<file path="src/rtl/core/lics_pkg.sv">
package lics_pkg;

   // Clamped channel width: a non-negative 16-bit signed sum kept in 15 bits.
   localparam int CHAN_W      = 15;
   // Numerator and aligned denominator width of the channel divider.
   localparam int NUM_W       = 23;
   // Quotient width: every rescaled channel lies in 0..255.
   localparam int QUO_W       = 8;
   localparam int DIV_STEPS   = 2;
   localparam int DIV_STAGES  = QUO_W / DIV_STEPS;
   localparam int ADDR_W      = 14;
   localparam int ATLAS_WIDTH = 128;
   localparam int CHANNELS    = 3;

   localparam logic [QUO_W-1:0] FULL_SCALE  = 8'd255;
   localparam logic [15:0]      CHROMA_WHITE = 16'hFFFF;

   typedef struct packed {
      logic signed [15:0] red_sum;
      logic signed [15:0] green_sum;
      logic signed [15:0] blue_sum;
      logic [6:0]         atlas_x;
      logic [6:0]         atlas_y;
      logic [3:0]         atlas_select;
   } lics_req_type;

   typedef struct packed {
      logic [7:0]  intensity;
      logic [15:0] chroma;
      logic [3:0]  atlas_number;
      logic [13:0] luxel_address;
   } lics_rsp_type;

   // First stage: clamped channels, their maximum and the side fields.
   typedef struct packed {
      logic [CHANNELS-1:0][CHAN_W-1:0] chan;
      logic [CHAN_W-1:0]               peak;
      logic [3:0]                      atlas_number;
      logic [ADDR_W-1:0]               luxel_address;
   } lics_front_type;

   // Divider stage contents: partial remainders, the denominator aligned to
   // the next quotient bit, partial quotients and the fields that ride along.
   typedef struct packed {
      logic [CHANNELS-1:0][NUM_W-1:0]  rem;
      logic [NUM_W-1:0]                den;
      logic [CHANNELS-1:0][QUO_W-1:0]  quo;
      logic [7:0]                      intensity;
      logic                            white;
      logic [3:0]                      atlas_number;
      logic [ADDR_W-1:0]               luxel_address;
   } lics_div_type;

endpackage

</file>
<file path="src/rtl/core/lics_div_stage.sv">
module lics_div_stage (
   input  logic                 clock,
   input  logic                 enable,
   input  lics_pkg::lics_div_type src_stage,
   output lics_pkg::lics_div_type dst_stage
);
   import lics_pkg::*;

   lics_div_type stage_in;
   lics_div_type stage_ff;

   // Restoring division, two quotient bits per stage for all three channels.
   always_comb begin
      stage_in = src_stage;
      for (int s = 0; s < DIV_STEPS; s++) begin
         for (int c = 0; c < CHANNELS; c++) begin
            if (stage_in.rem[c] >= stage_in.den) begin
               stage_in.rem[c] = stage_in.rem[c] - stage_in.den;
               stage_in.quo[c] = {stage_in.quo[c][QUO_W-2:0], 1'b1};
            end else begin
               stage_in.quo[c] = {stage_in.quo[c][QUO_W-2:0], 1'b0};
            end
         end
         stage_in.den = stage_in.den >> 1;
      end
   end

   always_ff @(posedge clock) begin
      if (enable) begin
         stage_ff <= stage_in;
      end
   end

   assign dst_stage = stage_ff;

endmodule

</file>
<file path="src/rtl/core/luxel_intensity_chroma_split_unit.sv">
// Luxel intensity and chroma split.
//
// The req channel carries one item per luxel: signed red, green and blue
// light sums with the luxel's atlas position. The rsp channel returns one
// item per request, in order: an intensity byte (brightest clamped channel
// capped at 255, at least one), an RGB565 chroma rescaled so its brightest
// channel is full scale, the atlas number and the linear luxel address.
//
// The work runs through seven register stages: clamp and maximum, divider
// setup, four divider stages that each settle two quotient bits of all three
// channels, and the output register. An accepted item passes through them in
// that order to rsp, and one item can be accepted every cycle while req_stall
// is low; the throughput is one item per clock when nothing stalls.
//
// Each stage holds its item while the stage after it is full and stalled,
// so an empty stage keeps taking items while the receiver stalls; req_stall
// rises only once all seven stages hold items and rsp_stall is high.
// Reset empties the pipeline; items in flight are dropped.
module luxel_intensity_chroma_split_unit (
   input  logic                   clock,
   input  logic                   reset,
   input  logic                   req_valid,
   output logic                   req_stall,
   input  lics_pkg::lics_req_type req_data,
   output logic                   rsp_valid,
   input  logic                   rsp_stall,
   output lics_pkg::lics_rsp_type rsp_data
);
   import lics_pkg::*;

   localparam int STAGES    = DIV_STAGES + 3;
   localparam int PREP_IDX  = 1;
   localparam int DIV0_IDX  = 2;
   localparam int OUT_IDX   = STAGES - 1;
   localparam int DIV_LAST  = OUT_IDX - 1;

   // Valid bit of every stage and the per-stage advance enables.
   logic [STAGES-1:0] valid_ff;
   logic [STAGES-1:0] valid_in;
   logic [STAGES-1:0] ready;

   lics_front_type front_ff;
   lics_front_type front_in;
   lics_div_type   prep_in;
   lics_div_type   div_bus [DIV_STAGES+1];
   lics_rsp_type   out_ff;
   lics_rsp_type   out_in;

   logic [CHAN_W-1:0] clamp_r;
   logic [CHAN_W-1:0] clamp_g;
   logic [CHAN_W-1:0] clamp_b;
   logic [CHAN_W-1:0] peak_rg;
   logic              overbright;

   // A stage may load when it is empty or when its item moves on.
   always_comb begin
      ready[OUT_IDX] = !valid_ff[OUT_IDX] || !rsp_stall;
      for (int k = OUT_IDX - 1; k >= 0; k--) begin
         ready[k] = !valid_ff[k] || ready[k+1];
      end
   end

   always_comb begin
      valid_in = valid_ff;
      if (ready[0]) begin
         valid_in[0] = req_valid;
      end
      for (int k = 1; k < STAGES; k++) begin
         if (ready[k]) begin
            valid_in[k] = valid_ff[k-1];
         end
      end
   end

   always_ff @(posedge clock) begin
      if (reset) begin
         valid_ff <= '0;
      end else begin
         valid_ff <= valid_in;
      end
   end

   // Stage one: negative sums clamp to zero, then the brightest channel.
   always_comb begin
      clamp_r = req_data.red_sum[15]   ? '0 : req_data.red_sum[CHAN_W-1:0];
      clamp_g = req_data.green_sum[15] ? '0 : req_data.green_sum[CHAN_W-1:0];
      clamp_b = req_data.blue_sum[15]  ? '0 : req_data.blue_sum[CHAN_W-1:0];
      peak_rg = (clamp_r > clamp_g) ? clamp_r : clamp_g;
      front_in.chan[0]      = clamp_r;
      front_in.chan[1]      = clamp_g;
      front_in.chan[2]      = clamp_b;
      front_in.peak         = (clamp_b > peak_rg) ? clamp_b : peak_rg;
      front_in.atlas_number = req_data.atlas_select;
      front_in.luxel_address = ADDR_W'(32'(req_data.atlas_y) * 32'(ATLAS_WIDTH)
                                       + 32'(req_data.atlas_x));
   end

   always_ff @(posedge clock) begin
      if (ready[0]) begin
         front_ff <= front_in;
      end
   end

   // Stage two: set up the division. An overbright luxel is scaled by
   // 255/max with a floor; the rounded rescale then leaves it unchanged, so
   // the floor quotient is the chroma channel itself. Otherwise the chroma
   // channel is (510*c + max) / (2*max), a round-half-up of c*255/max.
   // Either way the quotient stays below 256, so eight bits settle it.
   always_comb begin
      overbright = front_ff.peak > CHAN_W'(FULL_SCALE);
      for (int c = 0; c < CHANNELS; c++) begin
         if (overbright) begin
            prep_in.rem[c] = NUM_W'({front_ff.chan[c], 8'b0})
                             - NUM_W'(front_ff.chan[c]);
         end else begin
            prep_in.rem[c] = NUM_W'({front_ff.chan[c][7:0], 9'b0})
                             - NUM_W'({front_ff.chan[c][7:0], 1'b0})
                             + NUM_W'(front_ff.peak[7:0]);
         end
         prep_in.quo[c] = '0;
      end
      if (overbright) begin
         prep_in.den       = NUM_W'({front_ff.peak, 7'b0});
         prep_in.intensity = FULL_SCALE;
      end else begin
         prep_in.den       = NUM_W'({front_ff.peak[7:0], 8'b0});
         prep_in.intensity = (front_ff.peak == '0) ? 8'd1 : front_ff.peak[7:0];
      end
      // With no light at all the color falls back to white.
      prep_in.white         = (front_ff.peak == '0);
      prep_in.atlas_number  = front_ff.atlas_number;
      prep_in.luxel_address = front_ff.luxel_address;
   end

   always_ff @(posedge clock) begin
      if (ready[PREP_IDX]) begin
         div_bus[0] <= prep_in;
      end
   end

   for (genvar i = 0; i < DIV_STAGES; i++) begin : g_div
      lics_div_stage u_stage (
         .clock     (clock),
         .enable    (ready[DIV0_IDX+i]),
         .src_stage (div_bus[i]),
         .dst_stage (div_bus[i+1])
      );
   end

   // Output stage: pack the quotients as RGB565.
   always_comb begin
      out_in.intensity     = div_bus[DIV_STAGES].intensity;
      out_in.atlas_number  = div_bus[DIV_STAGES].atlas_number;
      out_in.luxel_address = div_bus[DIV_STAGES].luxel_address;
      if (div_bus[DIV_STAGES].white) begin
         out_in.chroma = CHROMA_WHITE;
      end else begin
         out_in.chroma = {div_bus[DIV_STAGES].quo[0][7:3],
                          div_bus[DIV_STAGES].quo[1][7:2],
                          div_bus[DIV_STAGES].quo[2][7:3]};
      end
   end

   always_ff @(posedge clock) begin
      if (ready[OUT_IDX]) begin
         out_ff <= out_in;
      end
   end

   assign req_stall = !ready[0];
   assign rsp_valid = valid_ff[OUT_IDX];
   assign rsp_data  = out_ff;

   // The input only stalls when every stage is full and the receiver stalls.
   a_stall_only_when_full: assert property (@(posedge clock) disable iff (reset)
      req_stall |-> ((&valid_ff) && rsp_stall))
      else $error("input stalled while the pipeline had room");

   // A delivered intensity is never zero.
   a_intensity_nonzero: assert property (@(posedge clock) disable iff (reset)
      rsp_valid |-> (rsp_data.intensity != 8'd0))
      else $error("intensity of zero delivered");

   // The brightest channel always rescales to full scale.
   a_peak_full_scale: assert property (@(posedge clock) disable iff (reset)
      (valid_ff[DIV_LAST] && !div_bus[DIV_STAGES].white) |->
         ((div_bus[DIV_STAGES].quo[0] == FULL_SCALE) ||
          (div_bus[DIV_STAGES].quo[1] == FULL_SCALE) ||
          (div_bus[DIV_STAGES].quo[2] == FULL_SCALE)))
      else $error("no chroma channel reached full scale");

   // An accepted item occupies the first stage in the next cycle.
   a_accept_fills_front: assert property (@(posedge clock) disable iff (reset)
      (req_valid && !req_stall) |=> valid_ff[0])
      else $error("accepted item lost at the first stage");

endmodule
</file>
<file path="config.mk">
export PLATFORM = sky130hd
export DESIGN_NAME = luxel_intensity_chroma_split_unit
export DESIGN_NICKNAME = d
export VERILOG_FILES = /design/src/rtl/core/lics_pkg.sv /design/src/rtl/core/lics_div_stage.sv /design/src/rtl/core/luxel_intensity_chroma_split_unit.sv
export SDC_FILE = /design/constraint.sdc
export NUM_CORES = 1
export LEC_CHECK = 0
export BUFFER_PORTS_ARGS = -buffer_cell sky130_fd_sc_hd__buf_2
export CAP_MARGIN = 20
export CORE_UTILIZATION = 45
export DETAILED_ROUTE_END_ITERATION = 6
export HOLD_SLACK_MARGIN = 0.02
export SKIP_CTS_REPAIR_TIMING = 1
export SLEW_MARGIN = 10
export SYNTH_ARGS = -nofsm -noshare
export SYNTH_HDL_FRONTEND = slang
export SYNTH_HIERARCHICAL = 1
export SYNTH_SLANG_ARGS = --single-unit
</file>
<file path="constraint.sdc">
create_clock -name clock -period 6.46 [get_ports clock]
set_input_delay 0.646 -clock clock [delete_from_list [all_inputs] [get_ports clock]]
set_output_delay 0.646 -clock clock [all_outputs]
set_load 0.01 [all_outputs]
</file>
Yosys cells after proc, flatten, opt, wreduce, memory -nomap -nowiden
Index checks and enable logic that the tools add are counted.
{"block": "totals", "wordCells": 198, "input_bits": 70, "output_inout_bits": 44, "ff_bits": 678}
{"block": "classes", "n_addsub": 31, "n_mux": 55, "reduce_logical": 18, "order_cmp": 27}
{"operator": "2-to-1 mux 23 bit", "count": 24}
{"operator": "2-to-1 mux 15 bit", "count": 5}
{"operator": ">= comparator 23 x 16 -> 1 bit", "count": 3}
{"operator": ">= comparator 23 x 17 -> 1 bit", "count": 3}
{"operator": ">= comparator 23 x 18 -> 1 bit", "count": 3}
{"operator": ">= comparator 23 x 19 -> 1 bit", "count": 3}
{"operator": ">= comparator 23 x 20 -> 1 bit", "count": 3}
{"operator": ">= comparator 23 x 21 -> 1 bit", "count": 3}
{"operator": ">= comparator 23 x 22 -> 1 bit", "count": 3}
{"operator": ">= comparator 23 bit", "count": 3}
{"operator": "subtractor 23 x 15 -> 23 bit", "count": 3}
{"operator": "subtractor 23 x 17 -> 23 bit", "count": 3}
{"operator": "subtractor 23 x 18 -> 23 bit", "count": 3}
{"operator": "subtractor 23 x 19 -> 23 bit", "count": 3}
{"operator": "subtractor 23 x 20 -> 23 bit", "count": 3}
{"operator": "subtractor 23 x 21 -> 23 bit", "count": 3}
{"operator": "subtractor 23 x 22 -> 23 bit", "count": 3}
{"operator": "subtractor 23 bit", "count": 3}
{"operator": "adder 18 x 9 -> 19 bit", "count": 3}
{"operator": "subtractor 17 x 9 -> 18 bit", "count": 3}
{"operator": "> comparator 15 bit", "count": 2}
{"operator": "2-to-1 mux 1 bit", "count": 24}
{"operator": "2-to-1 mux 16 bit", "count": 1}
{"operator": "> comparator 15 x 8 -> 1 bit (second input constant)", "count": 1}
{"operator": "6 further kinds", "count": 20}

Depth between registers and ports, before layout
Gate-level depths: netlist of the first run.
{"block": "logic_depth", "depth_word": 9, "ltp_mapped": 24, "ltp_nobuf": 23}

Cells and area by module
Netlist of the first run, hierarchy kept.
{"mod": "lics_div_stage (g_div[1].u_stage)", "seq_area_each_um2": 4234.1, "n_inst": 1, "cells_each": 1339, "area_per_inst_um2": 13016.2}
{"mod": "luxel_intensity_chroma_split_unit", "seq_area_each_um2": 7076.8, "n_inst": 1, "cells_each": 1130, "area_per_inst_um2": 12849.8}
{"mod": "lics_div_stage (g_div[0].u_stage)", "seq_area_each_um2": 4234.1, "n_inst": 1, "cells_each": 1270, "area_per_inst_um2": 12660.9}
{"mod": "lics_div_stage (g_div[2].u_stage)", "seq_area_each_um2": 4234.1, "n_inst": 1, "cells_each": 1268, "area_per_inst_um2": 12624.6}
{"mod": "lics_div_stage (g_div[3].u_stage)", "seq_area_each_um2": 4234.1, "n_inst": 1, "cells_each": 1263, "area_per_inst_um2": 12582.1}

Worst setup path after synthesis of the first run
Ideal clock, no wire load.
{"block": "synth_path", "path_kind": "register to register", "from": "register g_div[2].u_stage.stage_ff, in the netlist g_div[2].u_stage/dst_stage[52]", "to": "register g_div[3].u_stage/dst_stage[123] (netlist name)", "slack_ns": 0.305, "arrival_ns": 5.895, "path_stages_with_launch": 25, "setup_time_ns": 0.260, "synth_period_minus_slack_ns": 6.155, "path_buffers": 3, "required_time_ns": 6.200, "cell_sequence": "edfxtp_1 > inv_1 > ha_1 > nor2b_1 > o2111ai_1 > a31oi_1 > o41ai_1 > o311a_1 > or2_2 > clkbuf_1 > clkbuf_1 > mux2i_1 > inv_1 > ha_1 > nor2b_1 > o31a_1 > o31a_1 > o31a_1 > a31oi_1 > o21ai_0 > nand2_1 > o2111a_1 > inv_1 > buf_2 > mux2_2"}
{"item": "from (decl)", "line_no": "lics_div_stage.sv:10", "source": "lics_div_type stage_ff;"}
{"item": "from (signal assigned)", "line_no": "lics_div_stage.sv:30", "source": "stage_ff <= stage_in;"}

==> results of run 1 <==
==> critical path: cells and delay by family (launching register included) <==
family | cells | cell delay (ps)
buffers and inverters | 2 | 500
flip-flops | 1 | 390
AND/OR/NAND/NOR | 5 | 1120
AO/OA/AOI/OAI | 8 | 2260
adder cells (fa/ha/maj) | 3 | 960
multiplexers | 2 | 500
XOR/XNOR | 1 | 70
==> cells in the final DEF, fill, tap and decap left out, types with 72 or more instances in the layout <==
cell type,n
edfxtp_1,569
ha_1,430
nand2_1,307
a21oi_1,297
nor2_1,279
inv_1,236
o21ai_0,227
xnor2_1,205
a21o_1,145
buf_2,113
xor2_1,100
mux2_2,87
nand3_1,80
mux2i_1,80
buf_4,79
nor2b_1,73
nor3_1,73
nand2b_1,72
==> routing by layer <==
| layer | vias to the layer above | share of wire, % |
|---|---|---|
| met4 | 0 | 5.0 |
| met5 | - | 0 |
| met2 | 884 | 44 |
| li1 | 16140 | - |
| met3 | 194 | 4.4 |
| met1 | 15240 | 46 |
==> where the power goes <==
| part | switching (mW) | total, mW | leakage [nW] | internal (mW) |
|---|---|---|---|---|
| combinational | 12.1 | 22.3 | 12.9 | 10.2 |
| clock | 1.59 | 3.76 | 1.06 | 2.17 |
| sequential | 0.701 | 6.67 | 6.14 | 5.97 |
| total | 14.4 | 32.7 | 20.1 | 18.4 |
==> stage by stage <==
| step | hold WS [ps] | cell area (sq um) |
|---|---|---|
| finish | 196.3 | 48060 |
| global route | 162.3 | 48060 |
| CTS | 151.4 | 47970 |
| detailed placement | 404.5 | 45760 |
| global placement | 400.3 | 45760 |
| floorplan | 400.3 | 43510 |
==> area by class of cell <==
cell class	count	area (sq um)	area share, %
clock buffer	77	1693	3.522
clock inverter	43	518.0	1.078
inverter	249	959.7	1.997
multi-input combinational	3307	24790	51.58
sequential	576	17230	35.84
tap	1265	1583	3.293
timing repair buffer	199	1290	2.684
==> worst max path at each step <==
stage / startpoint / endpoint / slack (ps) / depth (start not counted)
floorplan: g_div[0].u_stage/dst_stage[52] / g_div[1].u_stage/dst_stage[100] / 710 / 23
global placement: g_div[0].u_stage/dst_stage[52] / g_div[1].u_stage/dst_stage[123] / 430 / 22
detailed placement: g_div[0].u_stage/dst_stage[52] / g_div[1].u_stage/dst_stage[99] / 320 / 23
CTS: g_div[0].u_stage/dst_stage[52] / g_div[1].u_stage/dst_stage[123] / 270 / 21
global route: g_div[0].u_stage/dst_stage[63] / g_div[1].u_stage/dst_stage[133] / 7 / 21
finish: g_div[0].u_stage/dst_stage[59] / g_div[1].u_stage/dst_stage[94] / 390 / 21
==> flip-flops by register name (all words and copies together), names as in the netlist <==
name	count
front_ff	78
rsp_data	42
g_div.u_stage/dst_stage	338
valid_ff	7
div_bus	111
==> Flow_metrics.wiki, run 1 <==
{| class="wikitable"
! Metric !! Value
|-
| Largest net degree at the start of global routing || 106
|-
| Core Util, Final || slightly above 50%
|-
| Number of buffers added on ports || between 100 and 150
|-
| Areal power density over the cells || 681.0 mW/mm^2
|-
| Via count || approximately 32,000
|-
| Worst stage delay on the critical path || roughly 570 ps
|-
| Total clock buffers created by CTS || 66
|-
| Number of pins with negative max-slew slack in the final report || 0
|-
| CTS tree || done
|-
| Least-Margin Pin Slew || ~1100 ps
|-
| Total GRT Usage || between 20% and 30%
|-
| Leakage || roughly 20 nW
|-
| Number of clock sinks seen by CTS || between 500 and 600
|-
| Pre-CTS worst setup slack || 319.2 ps
|-
| Hold Crit Start || req_data[6]
|-
| Initial core utilization || between 40% and 50%
|-
| Bufs on Longest Clock Path || 3
|-
| Largest fanout on the critical path || 16
|-
| Remaining max-slew budget at the tightest pin || 29.97%
|-
| Setup crit start kind || flip-flop
|-
| Aggregate global routing overflow || 0
|-
| Startpoint of the worst register-to-register path || g_div[0].u_stage/dst_stage[59]
|-
| Fraction of the cycle the final worst path needs || a little over nine tenths
|-
| Remaining antenna violation count after routing || 0
|-
| Outcome || completed
|-
| Total standard cell area after synthesis || between 0.04 and 0.05 sq mm
|-
| Ratio of cells with drive above 1 in the final layout || 13.03%
|-
| Mean number of vias per cell || approximately 5.7
|-
| Drt initial violations || ~2,600
|-
| Final TNS setup || 0 ps
|-
| Average instance area after synthesis || about 10 sq um
|-
| Hold-critical path depth || 1
|-
| Worst-case register-to-register setup slack || around 390 ps
|-
| Placement row count || around 110
|-
| Final count of negative-setup-slack endpoints || 0
|-
| Worst Clk Skew || 31.97 ps
|-
| Required time of the critical path || 6830 ps
|-
| Worst ir drop on vdd || 0.3363 mV
|-
| Final cell count without fillers || about 5,700
|-
| Pre-antenna DRT Iters || 6
|-
| Number of global-route vias before repair || slightly above 30,000
|-
| Hold endpoint || front_ff[9]
|-
| Final estimated routing congestion in global placement || between 0.9 and 1
|-
| Endpoints failing hold || 0
|-
| Yosys synthesis warning count || 6
|-
| Clock edge transition at the registers on the reported setup and hold paths || about 60 ps
|-
| GR Layer Usage met2 || ~37%
|-
| Filler Cells Inserted || roughly 8,700
|-
| Growth of design area from synthesis to finish || 10.69%
|-
| Level count of the clock H-tree || 3
|-
| Wire length of the first global-routing pass || between 150,000 and 200,000 microns
|-
| Final routed wire length divided by cell count || roughly 20 microns
|-
| Number of instances in the synthesized netlist || approximately 4,200
|-
| Reg-to-Reg End || g_div[1].u_stage/dst_stage[94]
|-
| Height of the die || roughly 310 microns
|-
| R2R cell count || 21
|-
| Max_cap viols || 0
|-
| Met1 track demand over resource || between 30% and 40%
|-
| Setup crit end kind || flip-flop
|-
| Die ar. || around 0.098 sq mm
|-
| Final worst path period need || around 6100 ps
|-
| Final Worst Setup Slack || approximately 390 ps
|-
| Met3 capacity usage during global routing || ~2.2%
|-
| Clock root buffer || clkbuf_16
|-
| Number of design rule violations left after detail routing || 0
|-
| Setup repair after global routing missed its margin || false
|-
| Highest clock rate || ~160 MHz
|-
| Width of the chip || 312.6 microns
|-
| Busiest metal layer after global routing || met2
|-
| Clock Latency Late Sink || between 600 and 700 ps
|-
| Arrival time at the worst endpoint || ~6400 ps
|-
| Number of antenna violations at the first check in global routing || 0
|-
| Placed cell count || around 5,600
|-
| Hold WC Path Type || primary input to flip-flop
|-
| Total power after layout || around 33 mW
|-
| Cell-by-cell listing of the critical path || clkinvlp_4, ha_1, and3_1, a221oi_2, nor3b_2, a211oi_2, nor4_4, o31a_1, buf_4, mux2_2, ha_1, fa_1, nor2b_1, o21ai_0, a21oi_1, o41ai_1, a211oi_1, o311ai_0, nor2b_1, xnor2_1, mux2_4
|-
| Critical-path top delay cell || o41ai_1
|-
| Total inserted antenna cells || 0
|-
| Number of top-level design ports || around 110
|-
| Total length of routed wires || 116,400 microns
|-
| Post-DP HPWL || approximately 90,000 microns
|-
| Area of the placeable core || 0.09529 sq mm
|-
| Category of the critical setup timing path || flip-flop to flip-flop
|-
| Final net count || around 5,000
|}
No activity file was read; power rests on OpenSTA's default activity.
==> inputs of run 2 (changes only) <==
--- a/config.mk
+++ b/config.mk
@@ -14,5 +14,4 @@
 export SLEW_MARGIN = 10
 export SYNTH_ARGS = -nofsm -noshare
 export SYNTH_HDL_FRONTEND = slang
-export SYNTH_HIERARCHICAL = 1
 export SYNTH_SLANG_ARGS = --single-unit
==> run 2 against run 1 <==
Effect of this change:
- clock skew is 18 ps higher
- synthesized area down 17%
- via count down 21%
- critical path type unchanged
- flip-flop and latch count shrank 12
- die area decreased by 17%
- wire length is 21% lower
- sequential share of layout area up 6.4 points
- fmax is 0.99% higher
- first-iteration DRC count fell by 32%
- critical endpoint is now g_div[0].u_stage.dst_stage[117]
==> Flow_metrics.wiki, run 2 <==
{| class="wikitable"
! Metric !! Value
|-
| Most frequently used flop master after synthesis || edfxtp_1
|-
| Number of top-level design ports || 114 (unchanged)
|-
| Remaining max-slew budget at the tightest pin || 32.60% (+2.6 points)
|-
| Clock Latency Late Sink || 660 ps (+30 ps)
|-
| Setup repair after global routing missed its margin || false
|-
| Setup crit end kind || flip-flop
|-
| Required time of the critical path || 6830 ps (about the same)
|-
| Final count of negative-setup-slack endpoints || 0 (unchanged)
|-
| Initial core utilization || 45.46% (-0.11 points)
|-
| Clock root buffer || clkbuf_16
|-
| Final routed wire length divided by cell count || 20.36 microns (about the same)
|-
| Bufs on Longest Clock Path || 3 (unchanged)
|-
| Placed cell count || 4,429 (-21%)
|-
| Level count of the clock H-tree || 2 (-1)
|-
| Count leader, synth || edfxtp_1
|-
| Average instance area after synthesis || 10.97 sq um (+6.5%)
|-
| Wire length of the first global-routing pass || 142,700 microns (-20%)
|-
| Number of register bits inferred by synthesis || between 500 and 600
|-
| Mean number of vias per cell || 5.612 (-1.2%)
|-
| Largest register FFs || 326 (-3.6%)
|-
| Outcome || completed
|-
| Width of the chip || 284.3 microns (-9.1%)
|-
| Synth unique cells || 93
|-
| Worst hold margin || 157.5 ps (-38.76 ps)
|-
| Pre-antenna DRT Iters || 7 (+1)
|-
| CTS tree || done
|-
| Setup crit start kind || flip-flop
|-
| Die ar. || 0.08080 sq mm (-17%)
|-
| Hold Crit Start || req_data[6]
|-
| Timing startpoint of the critical path || div_bus[676]
|-
| Arrival time at the worst endpoint || 6380 ps (-60 ps)
|-
| Number of pins with negative max-slew slack in the final report || 0 (unchanged)
|-
| Multi-input gate area in the final layout || 0.01793 sq mm (-28%)
|-
| Hold WC Path Type || primary input to flip-flop
|-
| Number of antenna violations at the first check in global routing || 1 (+1)
|-
| Clock edge transition at the registers on the reported setup and hold paths || 60 ps (about the same)
|-
| Post-DP HPWL || 73,110 microns (-20%)
|-
| Number of global-route vias before repair || 25,100 (-18%)
|-
| Total clock buffers created by CTS || 60 (-9.1%)
|-
| Yosys synthesis warning count || 0 (-6)
|-
| Top cell type by total area after synthesis || edfxtp_1
|-
| Endpoints failing hold || 0 (unchanged)
|-
| Sequential Area || 0.01687 sq mm (-2.1%)
|-
| Ratio of cells with drive above 1 in the final layout || 13.37% (+0.34 points)
|-
| Least-Margin Pin Slew || 1010 ps (-40.87 ps)
|-
| Worst stage delay on the critical path || 440 ps (-130 ps)
|-
| Met2 wire length || 43,360 microns (-16%)
|-
| Commonest non-fill, non-tap cell in the layout || edfxtp_1
|-
| Worst Path Buf+Inv || 3 (+1)
|-
| Number of buffers added on ports || 113 (unchanged)
|-
| Total length of routed wires || 92,490 microns (-21%)
|-
| Top cells by area in the synthesized netlist || edfxtp_1, ha_1, xnor2_1, mux2_2, a21oi_1
|-
| Top layer in use || met4
|-
| Highest clock rate || 166.4 MHz (+0.99%)
|-
| Aggregate global routing overflow || 0 (unchanged)
|-
| Largest net degree at the start of global routing || 69 (-35%)
|-
| Category of the critical setup timing path || flip-flop to flip-flop
|-
| Largest fanout on the critical path || 14 (-2)
|-
| Final estimated routing congestion in global placement || 0.9403 (-0.38%)
|-
| Commonest cells in the netlist || edfxtp_1, ha_1, a21oi_1, nor2_1, inv_1
|-
| Remaining antenna violation count after routing || 0 (unchanged)
|-
| Proportion of netlist area held by the largest area contributor || between 40% and 50%
|-
| Number of design rule violations left after detail routing || 0 (unchanged)
|-
| Via count || 25,500 (-21%)
|-
| Total standard cell area after synthesis || 0.03585 sq mm (-17%)
|-
| Post-synth net total || about 3,700
|-
| Detailed-routing wirelength on met1 || 42,210 microns (-22%)
|-
| Startpoint of the worst register-to-register path || div_bus[676]
|-
| Final net count || 3,843 (-22%)
|-
| Total inserted antenna cells || 0 (unchanged)
|-
| Area of the placeable core || 0.07887 sq mm (-17%)
|-
| Final cell count without fillers || 4,543 (-21%)
|-
| Critical-path top delay cell || fa_1
|-
| Worst Clk Skew || 49.67 ps (+17.70 ps)
|-
| Fraction of the cycle the final worst path needs || 93.04% (-0.92 points)
|-
| Worst-case register-to-register setup slack || 450 ps (+60 ps)
|-
| Sequential cell area fraction in the yosys report || a little under half
|-
| Async S/R FF share, synth || 0%
|-
| Filler Cells Inserted || 7,075 (-19%)
|-
| Number of instances in the synthesized netlist || 3,269 (-22%)
|-
| Max_cap viols || 0 (unchanged)
|-
| Growth of design area from synthesis to finish || 11.41%
|-
| Cell-by-cell listing of the critical path || inv_1, ha_1, inv_1, fa_1, a211oi_1, o211ai_1, a311o_1, o31a_1, o31a_1, a21oi_1, ha_1, nor2b_1, o211ai_1, a21oi_1, o2111ai_1, a31oi_1, a31o_2, nor4b_2, and2_1, inv_2, mux2_2
|-
| Placement row count || 103 (-8.8%)
|-
| Most frequent cells in the layout || edfxtp_1, ha_1, a21oi_1
|-
| Total GRT Usage || 22.58% (-0.76 points)
|-
| Critical path's top delay family || compound AO/OA/AOI/OAI gates
|-
| Height of the die || 284.3 microns (-9.1%)
|-
| Length of routed met3 wiring || 3623 microns (-29%)
|-
| Final TNS setup || 0 ps (unchanged)
|-
| Core Util, Final || 50.64% (+0.21 points)
|-
| Number of clock sinks seen by CTS || 564 (-2.1%)
|-
| EDFF count, synth || 557
|-
| Drt initial violations || 1,770 (-32%)
|-
| Final worst path period need || 6011 ps (-59.35 ps)
|}
==> run 2: cells by family after synthesis <==
group                    synth area share (%)
XOR/XNOR                                5.692
AND/OR/NAND/NOR                         12.26
flip-flops                              47.04
multiplexers                            5.434
adder cells (fa/ha/maj)                 11.89
AO/OA/AOI/OAI                           14.66
buffers and inverters                   3.026
==> run 2: cell type report <==
class	count	share of cell area [%]
multi-input cells	2426	44.89
well taps	1050	3.289
repair buffers	179	2.688
clock inverters	44	1.078
clock buffers	69	3.843
flip-flops and latches	564	42.23
inverters	211	1.989
==> run 2: worst paths after layout <==
path,to,cells after the start
setup / recovery,g_div[0].u_stage.dst_stage[117],21
hold / removal,front_ff[9],1
hold reg to reg,g_div[2].u_stage.dst_stage[13],0
setup reg to reg,g_div[0].u_stage.dst_stage[117],21
==> run 2: through the flow <==
step | cell area (sq um) | setup slack, ps
after CTS | 39920 | 465.1
after detailed placement | 37960 | 489.0
after global placement | 37960 | 590.8
final | 39940 | 449.3
after global routing | 39940 | 134.9
after floorplan | 35850 | 598.3
==> run 2: layer usage <==
metal	up-vias	track usage, %
met4	0	8.091
met2	631	37.73
met1	12150	30.53
met5	-	0
met3	156	2.087
li1	12560	-
Power of run 2 is left out: the tool's default activity adds up to more than one toggle a clock period on the data nets, which glitch-free logic cannot reach.
==> inputs of run 3 (changes only) <==
--- a/config.mk
+++ b/config.mk
@@ -7,9 +7,12 @@
 export LEC_CHECK = 0
 export BUFFER_PORTS_ARGS = -buffer_cell sky130_fd_sc_hd__buf_2
 export CAP_MARGIN = 20
+export CELL_PAD_IN_SITES_DETAIL_PLACEMENT = 0
+export CELL_PAD_IN_SITES_GLOBAL_PLACEMENT = 1
 export CORE_UTILIZATION = 45
 export DETAILED_ROUTE_END_ITERATION = 6
 export HOLD_SLACK_MARGIN = 0.02
+export PLACE_DENSITY_LB_ADDON = 0.1
 export SKIP_CTS_REPAIR_TIMING = 1
 export SLEW_MARGIN = 10
 export SYNTH_ARGS = -nofsm -noshare
==> run 3 against run 2 <==
Effect of this change:
- fmax shrank 0.18%
- utilization shrank 0.11 points
- flip-flop and latch count stayed put
- sequential share of layout area rose by 0.090 points
- cell count about the same
- die area is the same
- clock skew hardly changed
- global-route usage fell by 0.35 points
- count of clock-buffer cells in the layout grew 10
==> Flow_metrics.wiki, run 3 (synthesis gave the netlist of run 2 again) <==
{| class="wikitable"
! Metric !! Value
|-
| Outcome || completed
|-
| Final count of negative-setup-slack endpoints || 0 (unchanged)
|-
| Total inserted antenna cells || 0 (unchanged)
|-
| Fraction of the cycle the final worst path needs || 93.21% (+0.17 points)
|-
| Most frequent cells in the layout || edfxtp_1, ha_1, a21oi_1
|-
| Height of the die || 284.3 microns (unchanged)
|-
| Growth of design area from synthesis to finish || 11.17%
|-
| Worst stage delay on the critical path || 440 ps (about the same)
|-
| Number of global-route vias before repair || 24,540 (-2.3%)
|-
| Setup repair after global routing missed its margin || false
|-
| Width of the chip || 284.3 microns (unchanged)
|-
| Critical-path top delay cell || edfxtp_1
|-
| Clock edge transition at the registers on the reported setup and hold paths || 60 ps (about the same)
|-
| R2R cell count || 20 (-4.8%)
|-
| Aggregate global routing overflow || 0 (unchanged)
|-
| Required time of the critical path || 6830 ps (about the same)
|-
| Placement row count || 103 (unchanged)
|-
| Largest net degree at the start of global routing || 69 (unchanged)
|-
| Clock Latency Late Sink || 650 ps (about the same)
|-
| Arrival time at the worst endpoint || 6390 ps (about the same)
|-
| Number of antenna violations at the first check in global routing || 0 (-1)
|-
| Pre-antenna DRT Iters || 6 (-1)
|-
| Total clock buffers created by CTS || 61 (+1.7%)
|-
| Drt initial violations || 1,733 (-2.1%)
|-
| Max_cap viols || 0 (unchanged)
|-
| Hold Crit Start || req_data[3]
|-
| Least-Margin Pin Slew || 1022 ps (+12.36 ps)
|-
| Setup crit end kind || flip-flop
|-
| Worst-case register-to-register setup slack || 440 ps (about the same)
|-
| Critical path's top delay family || compound AO/OA/AOI/OAI gates
|-
| Number of pins with negative max-slew slack in the final report || 0 (unchanged)
|-
| Die ar. || 0.08080 sq mm (unchanged)
|-
| Endpoints failing hold || 0 (unchanged)
|-
| Final estimated routing congestion in global placement || 0.9070 (-3.5%)
|-
| Initial core utilization || 45.46% (unchanged)
|-
| Area of the placeable core || 0.07887 sq mm (unchanged)
|-
| Final worst path period need || 6021 ps (+10.75 ps)
|-
| Final TNS setup || 0 ps (unchanged)
|-
| Total GRT Usage || 22.23% (-0.35 points)
|-
| Largest fanout on the critical path || 14 (unchanged)
|-
| Bufs on Longest Clock Path || 3 (unchanged)
|-
| Final net count || 3,843 (unchanged)
|-
| Wire length of the first global-routing pass || 140,200 microns (-1.8%)
|-
| Worst Clk Skew || 49.74 ps (+0.07060 ps)
|-
| Number of clock sinks seen by CTS || 564 (unchanged)
|-
| Final routed wire length divided by cell count || 20.05 microns (-1.5%)
|-
| Hold-critical path depth || 1 (unchanged)
|-
| Largest register FFs || 326 (unchanged)
|-
| Mean number of vias per cell || 5.547 (-1.1%)
|-
| Worst Path Buf+Inv || 2 (-1)
|-
| Number of design rule violations left after detail routing || 0 (unchanged)
|-
| Ratio of cells with drive above 1 in the final layout || 13.15% (-0.22 points)
|-
| Remaining antenna violation count after routing || 0 (unchanged)
|-
| Reg-to-Reg End || g_div[0].u_stage.dst_stage[114]
|-
| Category of the critical setup timing path || flip-flop to flip-flop
|-
| Startpoint of the worst register-to-register path || div_bus[630]
|-
| Hold endpoint || front_ff[17]
|-
| Highest clock rate || 166.1 MHz (-0.18%)
|-
| Commonest non-fill, non-tap cell in the layout || edfxtp_1
|-
| Setup crit start kind || flip-flop
|-
| Number of buffers added on ports || 113 (unchanged)
|-
| Hold WC Path Type || primary input to flip-flop
|-
| Post-DP HPWL || 72,170 microns (-1.3%)
|-
| Via count || 25,190 (-1.2%)
|-
| Level count of the clock H-tree || 2 (unchanged)
|-
| Total length of routed wires || 91,040 microns (-1.6%)
|-
| Clock root buffer || clkbuf_16
|-
| CTS tree || done
|-
| Cell-by-cell listing of the critical path || ha_1, inv_1, fa_1, a211oi_1, o211ai_1, a311o_1, o31a_1, o31a_1, a21oi_1, ha_1, nor2b_1, o211ai_1, a21oi_1, o2111ai_1, a31oi_1, a31o_2, nor4b_2, and2_1, inv_2, mux2_2
|-
| Remaining max-slew budget at the tightest pin || 31.67% (-0.93 points)
|-
| Number of top-level design ports || 114 (unchanged)
|}
[run 3: area by class of cell]
cell class                 instances  area (sq um)
tap                             1050          1314
timing repair buffer             178          1066
inverter                         211         794.5
clock buffer                      79          1594
multi-input combinational       2426         17930
sequential                       564         16870
fill                            7035         39010
clock inverter                    33         289.0
[run 3: metal layers]
metal  wire length, microns  vias up  GRT usage, %
met5                      0        -             0
met4                   3180        0         7.930
met2                  41520      594         36.01
li1                       -    12550             -
met1                  42960    11920         30.99
met3                   3375      128         2.183
[run 3: worst max-delay path by stage]
stage | cells past startpoint | start | endpoint | slack (ps)
2_1_floorplan | 24 | req_data[65] | front_ff[22] | 600
3_3_place_gp | 19 | g_div[0].u_stage.dst_stage[56] | g_div[1].u_stage.dst_stage[96] | 560
3_5_place_dp | 19 | g_div[0].u_stage.dst_stage[56] | g_div[1].u_stage.dst_stage[96] | 430
4_1_cts | 19 | g_div[0].u_stage.dst_stage[56] | g_div[1].u_stage.dst_stage[96] | 420
5_1_grt | 20 | div_bus[630] | g_div[0].u_stage.dst_stage[114] | 30
6_report | 20 | div_bus[630] | g_div[0].u_stage.dst_stage[114] | 440
[run 3: per-stage QoR]
stage          area, sq um  utilization [%]  setup WS (ps)  hold WS (ps)  std cells
2_1_floorplan        35850                -          598.3         400.3       3269
3_3_place_gp         37950            48.12          559.4         400.6       4428
3_5_place_dp         37950            48.12          425.8         404.5       4428
4_1_cts              39840            50.51          418.8         120.8       4540
5_1_grt              39860            50.54          33.50         132.5       4541
6_report             39860            50.54          438.6         169.6       4541
Power of run 3 is left out for the same reason.
